==> src/rtl/mbcd_pkg.sv <==
// ----------------------------------------------------------------------------
// mbcd_pkg: shared types and constants of the blob centroid detector
// Accumulator widths, register map, register reset values and the defaults
// of the frame size parameters.
// ----------------------------------------------------------------------------
package mbcd_pkg;

    // accumulator and count widths
    localparam int CNT_W = 19;
    localparam int SUM_W = 28;

    // default frame size
    localparam int FRAME_WIDTH_DEF  = 640;
    localparam int FRAME_HEIGHT_DEF = 480;

    // configuration port
    localparam int DATA_W = 32;
    localparam int ADDR_W = 4;
    localparam int IDX_W  = 2;

    typedef enum logic [IDX_W-1:0] {
        REG_START_ROW  = 2'd0,
        REG_COUNT_LOW  = 2'd1,
        REG_COUNT_HIGH = 2'd2,
        REG_NONE       = 2'd3
    } t_reg_idx;

    // register reset values
    localparam int          START_ROW_RST  = 240;
    localparam logic [18:0] COUNT_LOW_RST  = 19'd1000;
    localparam logic [18:0] COUNT_HIGH_RST = 19'd4500;

endpackage

==> src/rtl/masked_blob_centroid_detect.sv <==
// ----------------------------------------------------------------------------
// masked_blob_centroid_detect: foreground pixel centroid over a frame
// Counts foreground pixels below a start row and sums their coordinates. On
// the frame end pixel, if the count lies strictly between the limits, a
// shared restoring divider divides both sums by it for the truncated centroid.
// ----------------------------------------------------------------------------
//  channel   direction  handshake                 payload
//  pixel     in         i_in_valid / o_in_stall   i_col, i_row, i_foreground,
//                                                 i_frame_end
//  result    out        o_out_valid / i_out_stall o_detected, o_centroid_col,
//                                                 o_centroid_row, o_pixel_count
//  config    in         APB psel/penable/pwrite   start_row, count_low,
//                                                 count_high at 0x0, 0x4, 0x8
//
//  A pixel that does not end a frame is taken without stalling the input.
//  A frame end pixel stalls the input: without detection it goes straight
//  to loading; with it the single 1-bit-per-cycle divider runs 28 steps for
//  the column sum, then 28 for the row sum. It then waits until the output
//  register is free. Reset is synchronous, active low, and clears the
//  accumulators, the registers to their defaults and the output valid.
// ----------------------------------------------------------------------------
module masked_blob_centroid_detect #(
    parameter int FRAME_WIDTH  = mbcd_pkg::FRAME_WIDTH_DEF,
    parameter int FRAME_HEIGHT = mbcd_pkg::FRAME_HEIGHT_DEF
) (
    input  logic                              i_clk,
    input  logic                              i_rst_n,

    input  logic                              i_in_valid,
    output logic                              o_in_stall,
    input  logic [$clog2(FRAME_WIDTH)-1:0]    i_col,
    input  logic [$clog2(FRAME_HEIGHT)-1:0]   i_row,
    input  logic                              i_foreground,
    input  logic                              i_frame_end,

    output logic                              o_out_valid,
    input  logic                              i_out_stall,
    output logic                              o_detected,
    output logic [$clog2(FRAME_WIDTH)-1:0]    o_centroid_col,
    output logic [$clog2(FRAME_HEIGHT)-1:0]   o_centroid_row,
    output logic [mbcd_pkg::CNT_W-1:0]        o_pixel_count,

    input  logic                              psel,
    input  logic                              penable,
    input  logic                              pwrite,
    input  logic [mbcd_pkg::ADDR_W-1:0]       paddr,
    input  logic [mbcd_pkg::DATA_W-1:0]       pwdata,
    output logic [mbcd_pkg::DATA_W-1:0]       prdata,
    output logic                              pready
);

    localparam int COL_W  = $clog2(FRAME_WIDTH);
    localparam int ROW_W  = $clog2(FRAME_HEIGHT);
    localparam int CNT_W  = mbcd_pkg::CNT_W;
    localparam int SUM_W  = mbcd_pkg::SUM_W;
    localparam int STEP_W = $clog2(SUM_W);
    localparam int DATA_W = mbcd_pkg::DATA_W;

    typedef enum logic [3:0] {
        S_IDLE    = 4'b0001,
        S_DIV_COL = 4'b0010,
        S_DIV_ROW = 4'b0100,
        S_LOAD    = 4'b1000
    } t_state;

    t_state                 r_state;

    // configuration registers
    logic [ROW_W-1:0]       r_start_row;
    logic [CNT_W-1:0]       r_count_low;
    logic [CNT_W-1:0]       r_count_high;

    // accumulators
    logic [CNT_W-1:0]       r_cnt;
    logic [SUM_W-1:0]       r_col_sum;
    logic [SUM_W-1:0]       r_row_sum;

    // divider
    logic [CNT_W-1:0]       r_div;
    logic [CNT_W-1:0]       r_rem;
    logic [SUM_W-1:0]       r_quo;
    logic [SUM_W-1:0]       r_row_dvd;
    logic [STEP_W-1:0]      r_step;

    // pending result
    logic                   r_res_det;
    logic [COL_W-1:0]       r_res_col;
    logic [ROW_W-1:0]       r_res_row;
    logic [CNT_W-1:0]       r_res_cnt;

    // output register
    logic                   r_out_valid;
    logic                   r_out_det;
    logic [COL_W-1:0]       r_out_col;
    logic [ROW_W-1:0]       r_out_row;
    logic [CNT_W-1:0]       r_out_cnt;

    logic                   in_fire;
    logic                   cfg_wr;
    mbcd_pkg::t_reg_idx     cfg_idx;
    logic                   px_hit;
    logic [CNT_W:0]         cnt_inc;
    logic [SUM_W:0]         col_add;
    logic [SUM_W:0]         row_add;
    logic [CNT_W-1:0]       n_cnt;
    logic [SUM_W-1:0]       n_col_sum;
    logic [SUM_W-1:0]       n_row_sum;
    logic                   frame_det;
    logic [CNT_W:0]         rem_sh;
    logic                   div_ge;
    logic [CNT_W-1:0]       n_rem;
    logic [SUM_W-1:0]       n_quo;
    logic                   div_last;
    logic                   out_free;

    assign in_fire  = i_in_valid && !o_in_stall;
    assign o_in_stall = (r_state != S_IDLE);
    assign out_free = !r_out_valid || !i_out_stall;

    // ---- accumulate with saturation ----
    assign px_hit  = i_foreground && (i_row > r_start_row);
    assign cnt_inc = {1'b0, r_cnt} + (CNT_W+1)'(1);
    assign col_add = {1'b0, r_col_sum} + (SUM_W+1)'(i_col);
    assign row_add = {1'b0, r_row_sum} + (SUM_W+1)'(i_row);

    always_comb begin
        n_cnt     = r_cnt;
        n_col_sum = r_col_sum;
        n_row_sum = r_row_sum;
        if (px_hit) begin
            n_cnt     = cnt_inc[CNT_W] ? {CNT_W{1'b1}} : cnt_inc[CNT_W-1:0];
            n_col_sum = col_add[SUM_W] ? {SUM_W{1'b1}} : col_add[SUM_W-1:0];
            n_row_sum = row_add[SUM_W] ? {SUM_W{1'b1}} : row_add[SUM_W-1:0];
        end
    end

    assign frame_det = (n_cnt > r_count_low) && (n_cnt < r_count_high)
                       && (n_cnt != '0);

    // ---- shared restoring divider, one quotient bit a cycle ----
    assign rem_sh   = {r_rem, r_quo[SUM_W-1]};
    assign div_ge   = rem_sh >= {1'b0, r_div};
    assign n_rem    = div_ge ? CNT_W'(rem_sh - {1'b0, r_div}) : rem_sh[CNT_W-1:0];
    assign n_quo    = {r_quo[SUM_W-2:0], div_ge};
    assign div_last = (r_step == STEP_W'(SUM_W - 1));

    always_ff @(posedge i_clk) begin
        if (!i_rst_n) begin
            r_state     <= S_IDLE;
            r_cnt       <= '0;
            r_col_sum   <= '0;
            r_row_sum   <= '0;
            r_out_valid <= 1'b0;
        end else begin
            // load a new result, else drop the one just taken
            if (r_state == S_LOAD && out_free) begin
                r_out_valid <= 1'b1;
            end else if (!i_out_stall) begin
                r_out_valid <= 1'b0;
            end
            unique case (r_state)
                S_IDLE: begin
                    if (in_fire) begin
                        if (i_frame_end) begin
                            r_cnt     <= '0;
                            r_col_sum <= '0;
                            r_row_sum <= '0;
                            r_state   <= frame_det ? S_DIV_COL : S_LOAD;
                        end else begin
                            r_cnt     <= n_cnt;
                            r_col_sum <= n_col_sum;
                            r_row_sum <= n_row_sum;
                        end
                    end
                end
                S_DIV_COL: begin
                    if (div_last) begin
                        r_state <= S_DIV_ROW;
                    end
                end
                S_DIV_ROW: begin
                    if (div_last) begin
                        r_state <= S_LOAD;
                    end
                end
                S_LOAD: begin
                    if (out_free) begin
                        r_state <= S_IDLE;
                    end
                end
                default: begin
                    r_state <= S_IDLE;
                end
            endcase
        end
    end

    // payload and divider datapath
    always_ff @(posedge i_clk) begin
        unique case (r_state)
            S_IDLE: begin
                if (in_fire && i_frame_end) begin
                    r_res_det <= frame_det;
                    r_res_cnt <= n_cnt;
                    r_res_col <= '0;
                    r_res_row <= '0;
                    r_div     <= n_cnt;
                    r_rem     <= '0;
                    r_quo     <= n_col_sum;
                    r_row_dvd <= n_row_sum;
                    r_step    <= '0;
                end
            end
            S_DIV_COL: begin
                if (div_last) begin
                    // hand the divider over to the row sum
                    r_res_col <= n_quo[COL_W-1:0];
                    r_rem     <= '0;
                    r_quo     <= r_row_dvd;
                    r_step    <= '0;
                end else begin
                    r_rem  <= n_rem;
                    r_quo  <= n_quo;
                    r_step <= r_step + STEP_W'(1);
                end
            end
            S_DIV_ROW: begin
                if (div_last) begin
                    r_res_row <= n_quo[ROW_W-1:0];
                end else begin
                    r_rem  <= n_rem;
                    r_quo  <= n_quo;
                    r_step <= r_step + STEP_W'(1);
                end
            end
            S_LOAD: begin
                if (out_free) begin
                    r_out_det <= r_res_det;
                    r_out_col <= r_res_col;
                    r_out_row <= r_res_row;
                    r_out_cnt <= r_res_cnt;
                end
            end
            default: begin
            end
        endcase
    end

    assign o_out_valid    = r_out_valid;
    assign o_detected     = r_out_det;
    assign o_centroid_col = r_out_col;
    assign o_centroid_row = r_out_row;
    assign o_pixel_count  = r_out_cnt;

    // ---- configuration registers ----
    assign pready  = 1'b1;
    assign cfg_idx = mbcd_pkg::t_reg_idx'(paddr[mbcd_pkg::ADDR_W-1:2]);
    assign cfg_wr  = psel && penable && pwrite && pready;

    always_ff @(posedge i_clk) begin
        if (!i_rst_n) begin
            r_start_row  <= ROW_W'(mbcd_pkg::START_ROW_RST);
            r_count_low  <= mbcd_pkg::COUNT_LOW_RST;
            r_count_high <= mbcd_pkg::COUNT_HIGH_RST;
        end else if (cfg_wr) begin
            unique case (cfg_idx)
                mbcd_pkg::REG_START_ROW:  r_start_row  <= pwdata[ROW_W-1:0];
                mbcd_pkg::REG_COUNT_LOW:  r_count_low  <= pwdata[CNT_W-1:0];
                mbcd_pkg::REG_COUNT_HIGH: r_count_high <= pwdata[CNT_W-1:0];
                default: begin
                end
            endcase
        end
    end

    always_comb begin
        unique case (cfg_idx)
            mbcd_pkg::REG_START_ROW:  prdata = DATA_W'(r_start_row);
            mbcd_pkg::REG_COUNT_LOW:  prdata = DATA_W'(r_count_low);
            mbcd_pkg::REG_COUNT_HIGH: prdata = DATA_W'(r_count_high);
            default:                  prdata = '0;
        endcase
    end

endmodule

==> config.mk <==
export PLATFORM = sky130hd
export DESIGN_NAME = masked_blob_centroid_detect
export DESIGN_NICKNAME = d
export VERILOG_FILES = /design/src/rtl/mbcd_pkg.sv /design/src/rtl/masked_blob_centroid_detect.sv
export SDC_FILE = /design/constraint.sdc
export NUM_CORES = 1
export LEC_CHECK = 0
export ABC_AREA = 1
export BUFFER_PORTS_ARGS = -buffer_cell sky130_fd_sc_hd__buf_2
export CAP_MARGIN = 0
export CORE_MARGIN = 5
export CORE_UTILIZATION = 35
export DETAILED_ROUTE_END_ITERATION = 7
export HOLD_SLACK_MARGIN = 0.12
export SYNTH_ARGS = -nofsm -noshare
export SYNTH_HDL_FRONTEND = slang
export SYNTH_SLANG_ARGS = --single-unit
==> constraint.sdc <==
create_clock -name i_clk -period 7.5 [get_ports i_clk]
set_input_delay 1.5 -clock i_clk [delete_from_list [all_inputs] [get_ports i_clk]]
set_output_delay 1.5 -clock i_clk [all_outputs]
set_load 0.05 [all_outputs]
Word level (Yosys, flattened, before mapping)

Cells that the tools add are included.

Add/subtract/negate cells: 5
Equality and inequality tests: 16
Reductions and logical operators: 27
Muxes and demuxes: 38
$lt $le $gt $ge: 4

Operators by type and width:

| cell                    | number |
|---|---|
| $mux W28                | 9 |
| $mux W19                | 7 |
| $pmux W19 S3            | 2 |
| $pmux W28 S3            | 1 |
| $add A28 B10 Y29        | 1 |
| $add A28 B9 Y29         | 1 |
| $mux W4                 | 6 |
| $add A19 B1 Y20 const B | 1 |
| $ge A20 B19 Y1          | 1 |
| $mux W10                | 2 |
| $pmux W10 S2            | 1 |
| $gt A19 B19 Y1          | 1 |
| $lt A19 B19 Y1          | 1 |
| $reduce_bool A19 Y1     | 1 |
| $sub A19 B19 Y19        | 1 |
| $mux W9                 | 2 |
| $pmux W9 S2             | 1 |
| $pmux W4 S4             | 1 |
| $mux W5                 | 3 |
| $pmux W5 S3             | 1 |
| $ne A2 B2 Y1 const B    | 7 |
| $reduce_and A2 Y1       | 6 |
| $gt A9 B9 Y1            | 1 |
| $reduce_and A3 Y1       | 3 |
| 18 further kinds        | 29 |

Word-level logic and storage cells: 110
Input bits: 64
Flip-flop bits (word level): 285

Logic depth before layout (Yosys ltp)

Word-level depth: 10
Depth in mapped cells: 27

Worst setup path before layout

OpenSTA, ideal clock, no wires.

Path kind: input -> register
Start point: input port i_in_valid
End point: register r_quo[0] (enable)
Slack: 200 ps
Data arrival time: 6816 ps
Buffers on the path: 0
Library setup time: 484 ps
Stages: 4
Cells stage by stage: nand4_1 > nor2_1 > inv_1 > a22oi_1

Word-level cells in the longest chain between the ends: 4

Ends and longest elaborated chain:

| item                        | RTL line                           | text |
|---|---|---|
| start, declared             | masked_blob_centroid_detect.sv:29  | `input logic i_in_valid,` |
| $logic_and A1 B1 Y1         | masked_blob_centroid_detect.sv:116 | `assign in_fire = i_in_valid && !o_in_stall;` |
| $logic_and A1 B1 Y1         | masked_blob_centroid_detect.sv:202 | `if (in_fire && i_frame_end) begin` |
| $ne A2 B2 Y1 (no line)      | -                                  |  |
| $reduce_and A3 Y1 (no line) | -                                  |  |
| end signal, assigned        | masked_blob_centroid_detect.sv:209 | `r_quo <= n_col_sum;` |
| end signal, assigned        | masked_blob_centroid_detect.sv:219 | `r_quo <= r_row_dvd;` |
| end signal, assigned        | masked_blob_centroid_detect.sv:223 | `r_quo <= n_quo;` |
| end, declared               | masked_blob_centroid_detect.sv:81  | `logic [SUM_W-1:0] r_quo;` |

No other way between the ends.
A chain may end at the register's enable or synchronous reset.

Worst setup path after layout

Start point: input port i_row[8]
End point: register r_state[3]

Word-level cells in the longest chain between the ends: 10
Elaborated cells on any way between the ends: 12
Classes of those cells: order compare: 3; mux: 5; reduce/logical: 4

Ends and longest elaborated chain:

| item                                             | RTL line                           | text |
|---|---|---|
| start, declared                                  | masked_blob_centroid_detect.sv:32  | `input logic [$clog2(FRAME_HEIGHT)-1:0] i_row,` |
| $gt A9 B9 Y1 (*)                                 | masked_blob_centroid_detect.sv:121 | `assign px_hit = i_foreground && (i_row > r_start_row);` |
| $logic_and A1 B1 Y1 (*)                          | masked_blob_centroid_detect.sv:121 |  |
| $mux W19 (*)                                     | masked_blob_centroid_detect.sv:130 | `if (px_hit) begin` |
| named net n_cnt[18]                              | masked_blob_centroid_detect.sv:105 | `logic [CNT_W-1:0] n_cnt;` |
| $gt A19 B19 Y1 or $lt A19 B19 Y1 (tied branches) | masked_blob_centroid_detect.sv:137 | `assign frame_det = (n_cnt > r_count_low) && (n_cnt < r_count_high)` |
| $logic_and A1 B1 Y1                              | masked_blob_centroid_detect.sv:137 |  |
| $logic_and A1 B1 Y1 (*)                          | masked_blob_centroid_detect.sv:138 | `&& (n_cnt != '0);` |
| $mux W4 (*)                                      | masked_blob_centroid_detect.sv:168 | `r_state <= frame_det ? S_DIV_COL : S_LOAD;` |
| $mux W4 (*)                                      | masked_blob_centroid_detect.sv:164 | `if (i_frame_end) begin` |
| $mux W4 (*)                                      | masked_blob_centroid_detect.sv:163 | `if (in_fire) begin` |
| $pmux W4 S4 (*)                                  | masked_blob_centroid_detect.sv:161 | `unique case (r_state)` |
| end signal, assigned                             | masked_blob_centroid_detect.sv:168 |  |
| end, declared                                    | masked_blob_centroid_detect.sv:66  | `t_state r_state;` |

Mark *: on every way through the listed nets, which the timed path passes. The rest lies on a longest branch. The select of a mux whose other input is x is not followed.

==> results.toml <==
[synth]
syn_area_um2 = 16600
syn_inst = 2070
ys_warn_count = 0
synth_area_leaders = "edfxtp_1 29%, dfxtp_1 15%, nand2_1 11%, ha_1 6.5%, a21oi_1 5.6%"
yosysUniqueCellTypes = 56
syn_avg_cell_area_um2 = 8.02
synth-main-ff-cell = "edfxtp_1"
synth_top_area_share_pct = 28.6
yosys.area.top_type = "edfxtp_1"
synth.ff_latch_count = 285
yosys.cell_count.top_type = "nand2_1"
synth_edf_count = 158
synth_common_cells = "499 x nand2_1, 242 x inv_1, 187 x a21oi_1, 158 x edfxtp_1, 151 x nor2_1"
yosysSeqAreaShare_pct = 43.9
async_flop_share_pct = 0

[floorplanning]
start_util_pct = 35.5
die-area_um2 = 51900
core_area_um2 = 46800
pin_count = 138
die_y_um = 228
fp.dieW_um = 228
placementRows = 79

[clock_network]
clockBufferDepth = 3
tritoncts = "built"
post_cts_buffers = 0
clkLatencyLatePin_ns = 0.58
root_buffer = "clkbuf_16"
cts.sinks = 285
path_clk_slew_ns = 0.06
cts_buffers = 31
cts_resized = 0
hold_buffers = 0
htreeDepth = 1

[critical_path]
reg2reg_from = "r_start_row[8]$_SDFFE_PN0P_"
cp_top_family = "simple AND/OR/NAND/NOR gates"
end_kind = "flip-flop"
worst_path_max_delay_cell = "a21oi_1"
timing.critical_path.mode_cell = "a21oi_1"
path_buf_inv = 3
critPathKind = "in2reg"
cp.depth = 21
r2r_end = "r_state[3]$_SDFFE_PN0P_"
rrSetupSlack_ns = 2.70
crit_arrival_ns = 5.88
path_cells = "buf_2 -> ha_1 -> nand2_2 -> nor2_2 -> nand3b_1 -> nand3_4 -> nand2_4 -> inv_2 -> buf_4 -> nor2_1 -> a21oi_1 -> ha_1 -> nand4_1 -> nor3_1 -> nand4_1 -> nand3_1 -> nand2_1 -> a21oi_1 -> nand2_2 -> nand2_1 -> a21oi_1"
critical_path_required_ns = 7.92
start_kind = "input port"
crit_fanout = 42
ff2ff_path_depth = 21
critPathMaxStageDelay_ns = 0.52

[power]
leakagePower_nw = 7.57
vdd_drop_max_mv = 0.160
power_per_cell_area_nw_per_um2 = 238

[hold_path]
hold_class = "reg2reg"
hp-start = "r_res_row[4]$_SDFFCE_PP0P_"
hold_end = "o_centroid_row[4]$_DFFE_PP_"
whs_path_depth = 0

[outcome]
status = "complete, no violations"

[sta]
fin_crit_sh_pct = 72.8
finClkSkew_ns = 0.0181
clock.fmax_mhz = 183
final.setup.tns_ns = 0
slew_viol_final = 0
slew_headroom_pct = 18.7
setup_viol = 0
hold_viol = 0
rsz0062_at_grt = "no"
setup_ws_ns = 2.04
fin_crit_ns = 5.46
tightestPinTransition_ns = 1.22

[cells_and_area]
drive_gt1_share_pct = 11.0
finalNetCount = 2304
utilization_pct = 39.8
final_area_um2 = 18600
synthToLayoutAreaGrowth_pct = 12.2

[global_routing]
overflow = 0
grt_pass1_wl_um = 71600
track_usage_pct = 16.3
antenna_found_initial = 0
grt_max_degree = 80
grt_pass1_vias = 13500

[run]
drv_cap = 0

[placement]
place_congestion = 0.899
place_ws_ns = 1.50
io_buffers = 108
dpl_cell_area_um2 = 17600
hpwl_um = 32300

[detailed_routing]
wl_per_cell_um = 15.8
viasPerCell = 5.08
detail_route.iter0.violations = 905
drc = 0
via_count = 14200
wirelength_um = 43900
dr.pass1.iters = 5
antenna_left = 0
final cells by class:
cell class,instances,area (um^2)
antenna,1,2.50
tap,607,759
inverter,251,942
fill,4734,28100
sequential,285,7290
timing repair buffer,121,638
multi-input combinational,1461,7970
clock buffer,37,808
clock inverter,21,219
registers in the layout (all words and copies together), names as in the netlist, 4 cells and up:
register / count
r_cnt: 19
r_step: 5
r_col_sum: 28
r_state: 4
r_res_col: 10
r_res_cnt: 19
o_centroid_col: 10
r_quo: 28
o_centroid_row: 9
r_count_low: 19
r_row_dvd: 28
r_start_row: 9
r_res_row: 9
r_rem: 19
o_pixel_count: 19
r_row_sum: 28
r_count_high: 19
per-layer routing:
| layer | part of all wire, % | GRT usage, % |
|---|---|---|
| met1 | 49 | 23.6 |
| met2 | 44 | 26.0 |
| met3 | 4.5 | 2.21 |
| met4 | 2.2 | 3.86 |
| met5 | 0 | 0 |
through the flow:
stage               hold slack [ns]  instances  total power [mW]
floorplan                     0.400       2082              2.66
global placement              0.406       2725              2.90
detailed placement            0.405       2725              2.92
CTS                           0.419       2783              4.48
global route                  0.420       2783              4.66
finish                        0.417       2784              4.43
how the worst max path moves through the flow:
stage	start	to	slack (ns)
CTS	i_row[8]	r_state[3]$_SDFFE_PN0P_	2.10
detailed placement	i_row[8]	r_state[3]$_SDFFE_PN0P_	1.50
finish	i_row[8]	r_state[3]$_SDFFE_PN0P_	2.04
global route	i_row[8]	r_state[3]$_SDFFE_PN0P_	1.73
floorplan	i_in_valid	r_quo[0]$_DFFE_PP_	0.20
global placement	i_row[8]	r_state[3]$_SDFFE_PN0P_	1.63
power by group:
| group | total (mW) | switching (mW) | internal, mW |
|---|---|---|---|
| registers | 1.92 | 0.0785 | 1.84 |
| logic | 0.967 | 0.700 | 0.267 |
| clock network | 1.55 | 0.641 | 0.906 |
| total | 4.43 | 1.42 | 3.01 |
cell usage in the layout, fill, tap and decap left out, types with 15 or more instances in the layout:
| cell type | n |
|---|---|
| nand2_1 | 499 |
| inv_1 | 242 |
| a21oi_1 | 186 |
| edfxtp_1 | 158 |
| nor2_1 | 149 |
| dfxtp_1 | 127 |
| nand3_1 | 119 |
| buf_2 | 108 |
| o21ai_0 | 93 |
| ha_1 | 86 |
| nand4_1 | 40 |
| clkbuf_16 | 31 |
| o211ai_1 | 28 |
| nor3_1 | 23 |
| xor2_1 | 21 |
| o22ai_1 | 19 |
| xnor2_1 | 17 |
| o221ai_1 | 17 |
| o21ai_1 | 15 |
cell families after synthesis:
kind of cell	count (synthesis)	share of synthesized area, %
fa+ha+maj	89	6.84
flops	285	43.9
xor+xnor	38	2.00
compound gates	411	14.4
other cells	2	0.0452
simple gates	909	24.3
buf+inv	336	8.56
No activity file was read; power rests on OpenSTA's default activity.
